File: config.mk
export PLATFORM = sky130hd
export DESIGN_NAME = cascaded_prescaled_timer_bank_unit
export DESIGN_NICKNAME = d
export VERILOG_FILES = /design/src/rtl/cptb_pkg.sv /design/src/rtl/cptb_cell.sv /design/src/rtl/cascaded_prescaled_timer_bank_unit.sv
export SDC_FILE = /design/constraint.sdc
export NUM_CORES = 1
export LEC_CHECK = 0
export ABC_AREA = 1
export ABC_CLOCK_PERIOD_IN_PS = 6300
export BUFFER_PORTS_ARGS = -buffer_cell sky130_fd_sc_hd__buf_2
export CAP_MARGIN = 20
export CORE_MARGIN = 2
export CORE_UTILIZATION = 60
export CTS_BUF_LIST = sky130_fd_sc_hd__clkbuf_8
export DETAILED_ROUTE_END_ITERATION = 6
export PLACE_DENSITY = 0.79
export SETUP_SLACK_MARGIN = 0.2
export SYNTH_ARGS = -nofsm -noshare
export SYNTH_HDL_FRONTEND = slang
export SYNTH_SLANG_ARGS = --single-unit
File: constraint.sdc
create_clock -name i_clk -period 6.3 [get_ports i_clk]
set_clock_uncertainty 0.15 [all_clocks]
set_input_delay 1.26 -clock i_clk [delete_from_list [all_inputs] [get_ports i_clk]]
set_output_delay 1.26 -clock i_clk [all_outputs]
set_load 0.05 [all_outputs]
File: src/rtl/cptb_pkg.sv
// Shared types, constants and helpers for the cascaded prescaled timer bank.
// Used by cptb_cell, the top level and the checker; no dependencies.
`default_nettype none
package cptb_pkg;

    localparam int NUM_TIMERS  = 4;
    localparam int COUNT_WIDTH = 16;
    localparam int PC_WIDTH    = 11;
    localparam int DATA_WIDTH  = 16;
    localparam int CYC_WIDTH   = 8;
    localparam int SEL_WIDTH   = 2;
    localparam int ACT_WIDTH   = 3;
    localparam int IRQ_WIDTH   = 4;

    localparam int S_TDATA_WIDTH = 32;
    localparam int M_TDATA_WIDTH = 24;

    localparam int CTL_CASCADE_BIT = 2;
    localparam int CTL_IRQ_BIT     = 6;
    localparam int CTL_ENABLE_BIT  = 7;

    typedef enum logic [ACT_WIDTH-1:0] {
        ACT_TICK      = 3'd0,
        ACT_WR_CTL    = 3'd1,
        ACT_WR_RELOAD = 3'd2,
        ACT_RD_COUNT  = 3'd3,
        ACT_RD_CTL    = 3'd4
    } t_action;

    typedef enum logic [1:0] {
        ST_IDLE,
        ST_RUN,
        ST_DONE
    } t_state;

    typedef struct packed {
        logic                  start;
        logic                  run;
        logic                  wr_ctl;
        logic                  wr_reload;
        logic [DATA_WIDTH-1:0] data;
        logic [CYC_WIDTH-1:0]  cycles;
    } t_cell_cmd;

    typedef struct packed {
        logic pending;
        logic irq;
    } t_cell_stat;

    function automatic logic [PC_WIDTH-1:0] prescale(input logic [1:0] code);
        logic [PC_WIDTH-1:0] p;
        case (code)
            2'd0:    p = PC_WIDTH'(1);
            2'd1:    p = PC_WIDTH'(64);
            2'd2:    p = PC_WIDTH'(256);
            default: p = PC_WIDTH'(1024);
        endcase
        return p;
    endfunction

endpackage
`default_nettype wire

File: src/rtl/cptb_cell.sv
// One timer cell: counter, reload, control word and prescale accumulator.
// Takes its overflow carry from the previous cell; depends on cptb_pkg.
`default_nettype none
module cptb_cell
    import cptb_pkg::*;
(
    input  wire logic                   i_clk,
    input  wire logic                   i_rst_n,
    input  wire t_cell_cmd              i_cmd,
    input  wire logic                   i_sel,
    input  wire logic                   i_first,
    input  wire logic                   i_carry,
    output      logic                   o_carry,
    output      logic [COUNT_WIDTH-1:0] o_count,
    output      logic [DATA_WIDTH-1:0]  o_ctl,
    output      t_cell_stat             o_stat
);

    logic [COUNT_WIDTH-1:0] r_count, n_count;
    logic [COUNT_WIDTH-1:0] r_reload, n_reload;
    logic [DATA_WIDTH-1:0]  r_ctl, n_ctl;
    logic [PC_WIDTH-1:0]    r_acc, n_acc;

    logic [PC_WIDTH-1:0] pre;
    logic                enabled;
    logic                active;
    logic                cascaded;
    logic                pending;
    logic                inc;
    logic                ovf;

    always_comb begin
        pre      = prescale(r_ctl[1:0]);
        enabled  = r_ctl[CTL_ENABLE_BIT];
        active   = enabled && (!r_ctl[CTL_CASCADE_BIT] || i_first);
        cascaded = enabled && r_ctl[CTL_CASCADE_BIT] && !i_first;
        pending  = active && (r_acc >= pre);
        inc      = i_cmd.run && (pending || (cascaded && i_carry));
        ovf      = inc && (&r_count);
    end

    always_comb begin
        n_count  = r_count;
        n_reload = r_reload;
        n_ctl    = r_ctl;
        n_acc    = r_acc;
        if (ovf) begin
            n_count = r_reload;
        end else if (inc) begin
            n_count = r_count + COUNT_WIDTH'(1);
        end
        if (i_cmd.start && active) begin
            n_acc = r_acc + PC_WIDTH'(i_cmd.cycles);
        end else if (i_cmd.run && pending) begin
            n_acc = r_acc - pre;
        end
        if (i_cmd.wr_ctl && i_sel) begin
            n_ctl = i_cmd.data;
            if (i_cmd.data[CTL_ENABLE_BIT] && !enabled) begin
                n_count = r_reload;
                n_acc   = '0;
            end
        end
        if (i_cmd.wr_reload && i_sel) begin
            n_reload = COUNT_WIDTH'(i_cmd.data);
            if (!enabled) begin
                n_count = COUNT_WIDTH'(i_cmd.data);
            end
        end
    end

    always_ff @(posedge i_clk) begin
        if (!i_rst_n) begin
            r_count  <= '0;
            r_reload <= '0;
            r_ctl    <= '0;
            r_acc    <= '0;
        end else begin
            r_count  <= n_count;
            r_reload <= n_reload;
            r_ctl    <= n_ctl;
            r_acc    <= n_acc;
        end
    end

    assign o_carry        = ovf;
    assign o_count        = r_count;
    assign o_ctl          = r_ctl;
    assign o_stat.pending = pending;
    assign o_stat.irq     = ovf && r_ctl[CTL_IRQ_BIT];

endmodule
`default_nettype wire

File: src/rtl/cascaded_prescaled_timer_bank_unit.sv
// Register accesses pass from acceptance through the done state into the output register;
// a tick passes through the run state until no timer has prescaler counts left to drain,
// one machine cycle per clock through the cell row, then through the done state.
// Throughput: one beat at a time; the next beat is taken once the result moves to the
// output register. Reset (synchronous, active low) clears all timer state to zero.
// Depends on cptb_pkg and cptb_cell.
`default_nettype none
module cascaded_prescaled_timer_bank_unit
    import cptb_pkg::*;
(
    input  wire logic                     i_clk,
    input  wire logic                     i_rst_n,
    input  wire logic                     s_axis_tvalid,
    output      logic                     s_axis_tready,
    // [2:0] action, [4:3] timer_select, [20:5] write_data, [28:21] tick_cycles
    input  wire logic [S_TDATA_WIDTH-1:0] s_axis_tdata,
    output      logic                     m_axis_tvalid,
    input  wire logic                     m_axis_tready,
    // [15:0] read_data, [19:16] irq_mask
    output      logic [M_TDATA_WIDTH-1:0] m_axis_tdata
);

    t_state r_state, n_state;

    logic                  r_ovalid, n_ovalid;
    logic [DATA_WIDTH-1:0] r_odata_rd, n_odata_rd;
    logic [IRQ_WIDTH-1:0]  r_odata_irq, n_odata_irq;
    logic [DATA_WIDTH-1:0] r_res_rd, n_res_rd;
    logic [NUM_TIMERS-1:0] r_res_irq, n_res_irq;

    t_action               act;
    logic [SEL_WIDTH-1:0]  sel;
    logic                  accept;
    t_cell_cmd             cmd;
    logic [NUM_TIMERS:0]   carry;
    logic [NUM_TIMERS-1:0] cell_sel;
    logic [NUM_TIMERS-1:0] pend_vec;
    logic [NUM_TIMERS-1:0] irq_vec;
    logic [DATA_WIDTH-1:0] rd_count;
    logic [DATA_WIDTH-1:0] rd_ctl;

    logic       [COUNT_WIDTH-1:0] count_arr [NUM_TIMERS];
    logic       [DATA_WIDTH-1:0]  ctl_arr   [NUM_TIMERS];
    t_cell_stat                   stat_arr  [NUM_TIMERS];

    assign act           = t_action'(s_axis_tdata[2:0]);
    assign sel           = s_axis_tdata[4:3];
    assign s_axis_tready = (r_state == ST_IDLE);
    assign accept        = s_axis_tvalid && s_axis_tready;

    always_comb begin
        cmd.start     = accept && (act == ACT_TICK);
        cmd.run       = (r_state == ST_RUN);
        cmd.wr_ctl    = accept && (act == ACT_WR_CTL);
        cmd.wr_reload = accept && (act == ACT_WR_RELOAD);
        cmd.data      = s_axis_tdata[20:5];
        cmd.cycles    = s_axis_tdata[28:21];
    end

    assign carry[0] = 1'b0;

    genvar gi;
    generate
        for (gi = 0; gi < NUM_TIMERS; gi++) begin : g_cell
            assign cell_sel[gi] = (int'(sel) == gi);
            cptb_cell u_cell (
                .i_clk   (i_clk),
                .i_rst_n (i_rst_n),
                .i_cmd   (cmd),
                .i_sel   (cell_sel[gi]),
                .i_first (gi == 0),
                .i_carry (carry[gi]),
                .o_carry (carry[gi+1]),
                .o_count (count_arr[gi]),
                .o_ctl   (ctl_arr[gi]),
                .o_stat  (stat_arr[gi])
            );
            assign pend_vec[gi] = stat_arr[gi].pending;
            assign irq_vec[gi]  = stat_arr[gi].irq;
        end
    endgenerate

    always_comb begin
        rd_count = '0;
        rd_ctl   = '0;
        for (int i = 0; i < NUM_TIMERS; i++) begin
            if (cell_sel[i]) begin
                rd_count = DATA_WIDTH'(count_arr[i]);
                rd_ctl   = ctl_arr[i];
            end
        end
    end

    always_comb begin
        n_state     = r_state;
        n_ovalid    = r_ovalid && !m_axis_tready;
        n_odata_rd  = r_odata_rd;
        n_odata_irq = r_odata_irq;
        n_res_rd    = r_res_rd;
        n_res_irq   = r_res_irq;
        case (r_state)
            ST_IDLE: begin
                if (accept) begin
                    n_res_irq = '0;
                    case (act)
                        ACT_RD_COUNT: n_res_rd = rd_count;
                        ACT_RD_CTL:   n_res_rd = rd_ctl;
                        default:      n_res_rd = '0;
                    endcase
                    n_state = (act == ACT_TICK) ? ST_RUN : ST_DONE;
                end
            end
            ST_RUN: begin
                n_res_irq = r_res_irq | irq_vec;
                if (!(|pend_vec)) begin
                    n_state = ST_DONE;
                end
            end
            ST_DONE: begin
                if (!r_ovalid || m_axis_tready) begin
                    n_ovalid    = 1'b1;
                    n_odata_rd  = r_res_rd;
                    n_odata_irq = IRQ_WIDTH'(r_res_irq);
                    n_state     = ST_IDLE;
                end
            end
            default: n_state = ST_IDLE;
        endcase
    end

    always_ff @(posedge i_clk) begin
        if (!i_rst_n) begin
            r_state  <= ST_IDLE;
            r_ovalid <= 1'b0;
        end else begin
            r_state  <= n_state;
            r_ovalid <= n_ovalid;
        end
    end

    always_ff @(posedge i_clk) begin
        r_odata_rd  <= n_odata_rd;
        r_odata_irq <= n_odata_irq;
        r_res_rd    <= n_res_rd;
        r_res_irq   <= n_res_irq;
    end

    assign m_axis_tvalid = r_ovalid;
    assign m_axis_tdata  = {{(M_TDATA_WIDTH - DATA_WIDTH - IRQ_WIDTH){1'b0}},
                            r_odata_irq, r_odata_rd};

endmodule
`default_nettype wire

==> results of run 1 <==
[layout make-up]
type	instances	area, µm²	area share [%]
clock inverter	26	226	1.27
multi-input combinational	1698	9070	50.9
tap	341	427	2.39
timing repair buffer	67	370	2.08
inverter	243	912	5.12
antenna	1	2.50	0.0140
sequential	279	5990	33.6
clock buffer	60	826	4.63
[worst max path at each step]
stage | start | end | depth (start not counted)
CTS | s_axis_tvalid | g_cell[1].u_cell.o_count[0] | 13
finish | s_axis_tvalid | g_cell[1].u_cell.o_count[0] | 13
global route | s_axis_tvalid | g_cell[1].u_cell.o_count[0] | 13
global placement | s_axis_tvalid | g_cell[1].u_cell.o_count[0] | 13
floorplan | s_axis_tvalid | g_cell[2].u_cell.o_count[6] | 10
detailed placement | s_axis_tvalid | g_cell[1].u_cell.o_count[0] | 13
[metrics by stage]
step	setup WS, ns	hold slack, ns	total power [W]
2_1_floorplan	2.90	0.250	0.00215
3_3_place_gp	1.70	0.254	0.00225
3_5_place_dp	1.69	0.255	0.00226
4_1_cts	2.28	0.271	0.00403
5_1_grt	1.94	0.274	0.00415
6_report	2.16	0.271	0.00403
[flip-flops by register name, indices dropped and copies added (netlist names)]
register and cells:
g_cell.u_cell.o_ctl 64, r_res_rd 16, g_cell.u_cell.o_count 64, g_cell.u_cell.r_acc 44
r_odata_rd 16, m_axis_tvalid 1, r_state 2, r_odata_irq 4
g_cell.u_cell.r_reload 64, r_res_irq 4
[cells in the mapped netlist, types with 6 or more instances]
library cell and count:
nor3_1 49, a211oi_1 10, edfxtp_1 40, a21oi_1 198, or2_2 13, o221ai_1 12, o22ai_1 34, inv_1 218
clkinv_1 6, a31oi_1 11, o21bai_1 12, o211ai_1 37, nor2_4 10, o21ai_1 9, clkbuf_1 75, dfxtp_1 239
nand4_1 19, nor4_1 7, xor2_1 41, a22oi_1 26, ha_1 56, nor2_2 14, nor3_2 8, nand3_1 109
buf_1 9, a221oi_1 8, o21ai_0 250, nand2_1 348, nor2_1 339, inv_2 19, buf_2 9, xnor2_1 19
[critical path, stage by stage]
cell and delay (ns):
buf_2 0.07, inv_1 0.06, nor2_2 0.63, inv_2 0.14, nor4_2 0.35, inv_2 0.21, nor2_4 0.30, inv_2 0.24
nor2_2 0.66, inv_2 0.22, o211ai_1 0.16, o211ai_1 0.11, inv_1 0.09
[where the power goes]
group / switching, W / internal, W
clock: 0.000776 / 0.00102
combinational: 0.000272 / 0.0000789
sequential: 0.0000226 / 0.00186
[cell families after synthesis]
logic type	after synthesis	share of synthesized area, %
buf+inv	344	8.19
compound gates	634	22.0
xor+xnor	60	3.21
other cells	1	0.0229
simple gates	940	25.3
fa+ha+maj	60	4.77
flops	279	36.5
[per-layer routing]
metal | up-vias | GRT usage (%) | part of all wire (%)
met4 | 0 | 14.8 | 4.1
met1 | 7592 | 45.1 | 41
met3 | 138 | 5.55 | 11
met2 | 903 | 54.6 | 45
li1 | 7896 | - | -
met5 | - | 0 | 0
==> qor.csv, run 1 <==
stage,metric,value,unit
outcome,status,completed,
floorplan,start_util,61.0,%
min_path,hold_path_depth,0,
finish,final_common_cell,nand2_1,
yosys,synth_top_area_cell,dfxtp_1,
finish,utilization,66.3,%
timing,finalCritPeriodShare,65.8,%
placement,dp_hpwl,33700,µm
route,routed_via_density,6.09,
global_routing,antenna_found_initial,0,
worst_setup_path,critical_path_required,6.68,ns
yosys,ys.flop_type,dfxtp_1,
worst_setup_path,r2r-start,g_cell[1].u_cell.o_ctl[0],
timing,slew_viol_final,0,
yosys,async_flop_share,0,%
timing,rsz0062_at_grt,no,
route,num_vias,16529,
worst_setup_path,crit_path_end_kind,flop,
floorplan,ios,62,
power,p_leak,7.42,nW
yosys,synthesis.area,16400,µm²
route,first_pass_iters,6,
route,drt_iter0_drc,1864,
yosys,synth_top_area_share,29.2,%
yosys,ys_ff_latch,279,
clock_network,tritoncts,done,
yosys,yosysWarningCount,0,
placement,dp.cells,2628,
finish,syn_to_final_growth,8.78,%
floorplan,die_h,169,µm
floorplan,die_w,169,µm
min_path,min-delay-start,r_res_rd[15],
clock_network,cts_buffer_depth,3,
finish,fillers,2365,
timing,fmax,241,MHz
clock_network,clk-insertion-delay-late,0.58,ns
yosys,syn_inst,2318,
worst_setup_path,critPathLaunchType,input port,
finish,final_nets,2431,
yosys,avgSynthCellArea,7.07,µm²
yosys,ys_seq_area_share,36.5,%
timing,hold_violations,0,
global_routing,grt_pass1_vias,15457,
timing,setup_tns,0,ns
worst_setup_path,crit_path_max_fanout,24,
power,ir_drop,183,µV
min_path,hold_path_class,reg2reg,
placement,port_buffers,54,
clock_network,ctsResizeCount,0,
route,post-route-drc-count,0,
yosys,yosysUniqueCellTypes,62,
timing,worst_pin_slew,0.981,ns
finish,drive_gt1_share,9.65,%
finish,fin_cells,2715,
placement,dpl_cell_area,16800,µm²
clock_network,postCtsSetupRepairBufs,0,
clock_network,hold_buffers,0,
finish,final_cell_mix,"nand2_1, nor2_1, o21ai_0, dfxtp_1, inv_1",
power,p_per_area,226,nW/µm²
global_routing,grt_use_total,33.9,%
worst_setup_path,critical_path_class,in2reg,
worst_setup_path,reg2reg_depth,17,
timing,post-route-min-period,4.14,ns
clock_network,cts.clk_slew.worst_paths,0.06,ns
route,drt_wl_total,48800,µm
floorplan,die_area,28600,µm²
min_path,whs_endpoint,r_odata_rd[15],
clock_network,root_buffer,clkbuf_8,
global_routing,grt_pass1_wl,78400,µm
clock_network,h-tree-depth,2,
floorplan,placementRows,60,
clock_network,cts_inserted_buffers,46,
yosys,synth_edf_count,40,
floorplan,core,26900,µm²
clock_network,cts.sinks,279,
route,ant_nets,0,
route,wl_per_cell,18.0,µm
worst_setup_path,critical_path_arrival,4.52,ns
yosys,synth.area.top_cells,"dfxtp_1, nand2_1, nor2_1, o21ai_0, edfxtp_1",
flow_run,drv_cap,0,
worst_setup_path,r2r-end,r_res_irq[3],
timing,finalSetupViolCount,0,
worst_setup_path,regToRegSetupSlack,2.30,ns
global_routing,grt-ovfl-total,0,
global_routing,grt_start_max_net_pins,94,
timing,relSlewSlack,34.1,%
finish,final_area,17800,µm²
placement,place_congestion,0.983,
Note: power is estimated with default switching activity, not from simulation.
==> run 2: changes to the inputs <==
ABC_CLOCK_PERIOD_IN_PS = 3370   (was 6300)
CORE_UTILIZATION = 59   (was 60)
PLACE_DENSITY = 0.81   (was 0.79)
clock period = 3.37 ns   (was 6.3 ns; I/O delays follow)
==> qor.csv, run 2 (synthesized netlist as in run 1, its figures left out) <==
stage,metric,value,unit
worst_setup_path,critical_path_class,reg2reg,
global_routing,grt_start_max_net_pins,62,
finish,final_area,18400,µm²
clock_network,cts.sinks,279,
finish,syn_to_final_growth,12.4,%
clock_network,cts.clk_slew.worst_paths,0.07,ns
timing,setup_ws,0.272,ns
finish,fillers,2352,
power,ir_drop,311,µV
timing,fmax,323,MHz
global_routing,grt_pass1_vias,15481,
min_path,hold_path_class,in2reg,
clock_network,clk-insertion-delay-late,0.57,ns
finish,utilization,66.8,%
route,drt_wl_total,50200,µm
route,wl_per_cell,17.9,µm
global_routing,grt_use_total,34.1,%
worst_setup_path,path_cells,inv_1 > or2_4 > ha_4 > inv_1 > nor3_1 > nand3_1 > nand4_1 > nand2_2 > nand2_4 > nand3_4 > nand2_4 > nand4_4 > nand2_8 > nand3_4 > o21ai_0 > inv_1 > nand2_1 > a21boi_1,
floorplan,start_util,59.5,%
placement,dpl_cell_area,17100,µm²
placement,port_buffers,54,
finish,final_common_cell,nand2_1,
finish,drive_gt1_share,12.5,%
route,first_pass_iters,6,
route,ant_nets,0,
timing,setup_tns,0,ns
timing,rsz0062_at_grt,no,
worst_setup_path,crit_path_end_kind,flop,
global_routing,antenna_found_initial,2,
worst_setup_path,critical_path_required,3.67,ns
route,routed_via_density,6.02,
route,num_vias,16870,
floorplan,placementRows,61,
flow_run,drv_cap,0,
timing,post-route-min-period,3.10,ns
global_routing,grt-ovfl-total,0,
placement,place_congestion,0.981,
finish,final_cell_mix,"nand2_1, nor2_1, o21ai_0, dfxtp_1, inv_1",
finish,final_nets,2487,
worst_setup_path,critical_path_arrival,3.40,ns
floorplan,core,27600,µm²
worst_setup_path,critPathLaunchType,flop,
timing,finalCritPeriodShare,91.9,%
worst_setup_path,cpMostUsedCell,inv_1,
worst_setup_path,cp_top_family,simple AND/OR/NAND/NOR gates,
floorplan,ios,62,
floorplan,die_h,171,µm
timing,worst_pin_slew,0.655,ns
worst_setup_path,crit_path_max_fanout,8,
power,p_per_area,403,nW/µm²
clock_network,h-tree-depth,2,
clock_network,hold_buffers,0,
clock_network,tritoncts,done,
floorplan,die_w,171,µm
route,post-route-drc-count,0,
floorplan,die_area,29100,µm²
placement,place_ws,0.102,ns
power,p_leak,7.74,nW
outcome,status,completed,
timing,slew_viol_final,0,
timing,relSlewSlack,56.3,%
route,drt_iter0_drc,2043,
worst_setup_path,critPathBufInv,3,
worst_setup_path,cp_slowest_cell,dfxtp_2,
placement,dp_hpwl,35100,µm
clock_network,cts_inserted_buffers,46,
finish,n_antenna_cell,0,
timing,finalSetupViolCount,0,
clock_network,cts_buffer_depth,3,
global_routing,grt_pass1_wl,79300,µm
timing,hold_violations,0,
worst_setup_path,max_stage_delay,0.33,ns
clock_network,root_buffer,clkbuf_8,
run 2: final cells by class:
cell class / instances / area (µm²) / share of cell area (%)
timing repair buffer: 123 / 841 / 4.57
multi-input combinational: 1698 / 9200 / 50.0
tap: 378 / 473 / 2.57
clock buffer: 56 / 771 / 4.19
clock inverter: 26 / 214 / 1.16
sequential: 279 / 5990 / 32.5
inverter: 243 / 920 / 5.00
run 2: worst paths after layout:
| kind | start | endpoint | slack [ns] | cells after the start |
|---|---|---|---|---|
| hold reg to reg | r_res_rd[3] | r_odata_rd[3] | 0.27 | 0 |
| setup / recovery | g_cell[1].u_cell.o_ctl[0] | g_cell[3].u_cell.o_count[14] | 0.27 | 18 |
| setup reg to reg | g_cell[1].u_cell.o_ctl[0] | g_cell[3].u_cell.o_count[14] | 0.27 | 18 |
| hold / removal | m_axis_tready | m_axis_tvalid | 0.25 | 4 |
run 2: worst min-delay path, delay by kind of cell:
kind | cells | cell delay (ns)
compound gates | 1 | 0.05
buf+inv | 2 | 0.14
simple gates | 1 | 0.05
run 2: metal layers:
layer	vias to the layer above	global-route usage, %	wire, µm
met2	915	53.5	22200
met5	-	0	17
met4	4	13.4	1940
met3	152	6.64	5460
li1	7994	-	-
met1	7805	46.4	20600
run 2: power breakdown:
| part | leakage (nW) | internal [W] | switching (W) |
|---|---|---|---|
| Clock | 0.555 | 0.00181 | 0.00141 |
| Sequential | 2.31 | 0.00348 | 0.0000404 |
| Combinational | 4.87 | 0.000161 | 0.000519 |
| Total | 7.74 | 0.00544 | 0.00197 |
run 2: stage by stage:
step	power, W	hold WS (ns)	cells
final	0.00741	0.248	2803
after global routing	0.00761	0.275	2803
after CTS	0.00739	0.237	2793
after detailed placement	0.00424	0.255	2708
after global placement	0.00423	0.254	2708
after floorplan	0.00402	0.250	2321
run 2: timing repair:
action	CTS	global route
resized for setup	5	34
buffers inserted	3	8
gates cloned	0	2
setup endpoints to repair	21	58
pin swaps	2	6
==> run 3: changes to the inputs <==
ABC_CLOCK_PERIOD_IN_PS = 3900   (was 3370)
CORE_UTILIZATION = 60   (was 59)
PLACE_DENSITY = 0.79   (was 0.81)
clock period = 3.9 ns   (was 3.37 ns; I/O delays follow)
==> qor.csv, run 3 (synthesized netlist as in run 1, its figures left out) <==
stage,metric,value,unit
outcome,status,completed,
worst_setup_path,cp_top_family,simple AND/OR/NAND/NOR gates,
worst_setup_path,critPathBufInv,2,
finish,final_common_cell,nand2_1,
timing,post-route-min-period,3.43,ns
timing,fmax,292,MHz
worst_setup_path,regToRegSetupSlack,0.47,ns
global_routing,grt_use_total,34.4,%
route,drt_iter0_drc,1533,
worst_setup_path,cp_slowest_cell,dfxtp_1,
route,wl_per_cell,18.1,µm
floorplan,start_util,61.0,%
placement,dp_hpwl,34700,µm
worst_setup_path,r2r-start,g_cell[1].u_cell.o_ctl[0],
min_path,hold_path_depth,0,
timing,finalCritPeriodShare,87.8,%
global_routing,grt_pass1_wl,79000,µm
placement,port_buffers,54,
clock_network,postCtsSetupRepairBufs,0,
worst_setup_path,max_stage_delay,0.34,ns
global_routing,grt_start_max_net_pins,69,
power,power,0.00609,W
finish,final_nets,2456,
worst_setup_path,reg2reg_depth,17,
floorplan,die_w,169,µm
worst_setup_path,r2r-end,r_res_irq[3],
global_routing,grt_pass1_vias,15343,
min_path,hold_path_class,reg2reg,
worst_setup_path,critical_path_arrival,3.60,ns
power,p_per_area,342,nW/µm²
timing,hold_slack,0.269,ns
timing,relSlewSlack,57.0,%
worst_setup_path,critical_path_class,reg2reg,
timing,slew_viol_final,0,
floorplan,ios,62,
floorplan,die_h,169,µm
clock_network,h-tree-depth,2,
route,routed_via_density,6.04,
worst_setup_path,critPathLaunchType,flop,
route,ant_nets,0,
floorplan,die_area,28600,µm²
route,num_vias,16540,
global_routing,grt-ovfl-total,0,
finish,utilization,66.4,%
finish,drive_gt1_share,9.98,%
clock_network,tritoncts,done,
placement,place_congestion,0.954,
worst_setup_path,path_cells,inv_1 > or2_2 > ha_1 > a21oi_1 > o21ai_0 > nand2_1 > nand4_1 > nand2_1 > nand2_4 > nand3_4 > nand2_4 > nand4_4 > nand2_8 > nand3_4 > clkinv_1 > nand2_1 > a21oi_1,
clock_network,cts_buffer_depth,3,
min_path,whs_endpoint,r_odata_rd[15],
clock_network,hold_buffers,0,
route,first_pass_iters,6,
clock_network,cts.sinks,279,
timing,setup_tns,0,ns
clock_network,clk-insertion-delay-late,0.58,ns
clock_network,ctsResizeCount,0,
worst_setup_path,crit_path_end_kind,flop,
worst_setup_path,worst-path-stages,17,
finish,final_cell_mix,"nand2_1, nor2_1, o21ai_0, dfxtp_1, inv_1",
route,drt_wl_total,49700,µm
floorplan,core,26900,µm²
timing,finalSetupViolCount,0,
worst_setup_path,cpMostUsedCell,nand2_1,
min_path,min-delay-start,r_res_rd[15],
worst_setup_path,crit_path_max_fanout,22,
power,p_leak,7.48,nW
clock_network,cts.clk_slew.worst_paths,0.06,ns
finish,fillers,2415,
flow_run,drv_cap,0,
timing,hold_violations,0,
timing,rsz0062_at_grt,no,
route,post-route-drc-count,0,
clock_network,root_buffer,clkbuf_8,
floorplan,placementRows,60,
finish,syn_to_final_growth,8.87,%
global_routing,antenna_found_initial,2,
worst_setup_path,critical_path_required,4.07,ns
timing,worst_pin_slew,0.644,ns
power,ir_drop,321,µV
clock_network,cts_inserted_buffers,47,
-- run 3: metal layers --
metal  global-route usage (%)  share of wire (%)  vias up
met5                        0              0.018        -
met4                     14.2                3.8        2
met3                     7.44                 11      142
met2                     54.9                 44      792
met1                     45.3                 42     7658
li1                         -                  -     7946
-- run 3: metrics by stage --
stage / instance area (µm²) / setup slack (ns) / instances
detailed placement: 17000 / 0.505 / 2652
global route: 17800 / 0.265 / 2736
floorplan: 16400 / 0.892 / 2321
finish: 17800 / 0.474 / 2738
CTS: 17800 / 0.489 / 2736
global placement: 17000 / 0.524 / 2652
-- run 3: layout make-up --
| cell class | count | area, µm² | share of cell area [%] |
|---|---|---|---|
| Clock inverter | 34 | 175 | 0.982 |
| Multi-Input combinational cell | 1698 | 9080 | 50.9 |
| Tap cell | 341 | 427 | 2.39 |
| Inverter | 243 | 912 | 5.11 |
| Antenna cell | 2 | 5.00 | 0.0281 |
| Sequential cell | 279 | 5990 | 33.6 |
| Timing Repair Buffer | 91 | 563 | 3.16 |
| Clock buffer | 50 | 688 | 3.86 |
-- run 3: worst max path at each step --
stage / startpoint / to / slack [ns]
floorplan: r_state[1] / g_cell[2].u_cell.o_count[6] / 0.89
global route: g_cell[2].u_cell.o_ctl[1] / g_cell[3].u_cell.o_count[0] / 0.27
detailed placement: g_cell[1].u_cell.o_ctl[0] / r_res_irq[3] / 0.51
finish: g_cell[1].u_cell.o_ctl[0] / r_res_irq[3] / 0.47
CTS: g_cell[1].u_cell.o_ctl[0] / g_cell[3].u_cell.o_count[1] / 0.49
global placement: g_cell[1].u_cell.o_ctl[0] / r_res_irq[3] / 0.52
-- run 3: where the power goes --
| group | switching (W) | total, W | internal, W |
|---|---|---|---|
| sequential | 0.0000358 | 0.00304 | 0.00300 |
| clock | 0.00123 | 0.00247 | 0.00125 |
| combinational | 0.000444 | 0.000581 | 0.000137 |
| total | 0.00170 | 0.00609 | 0.00439 |
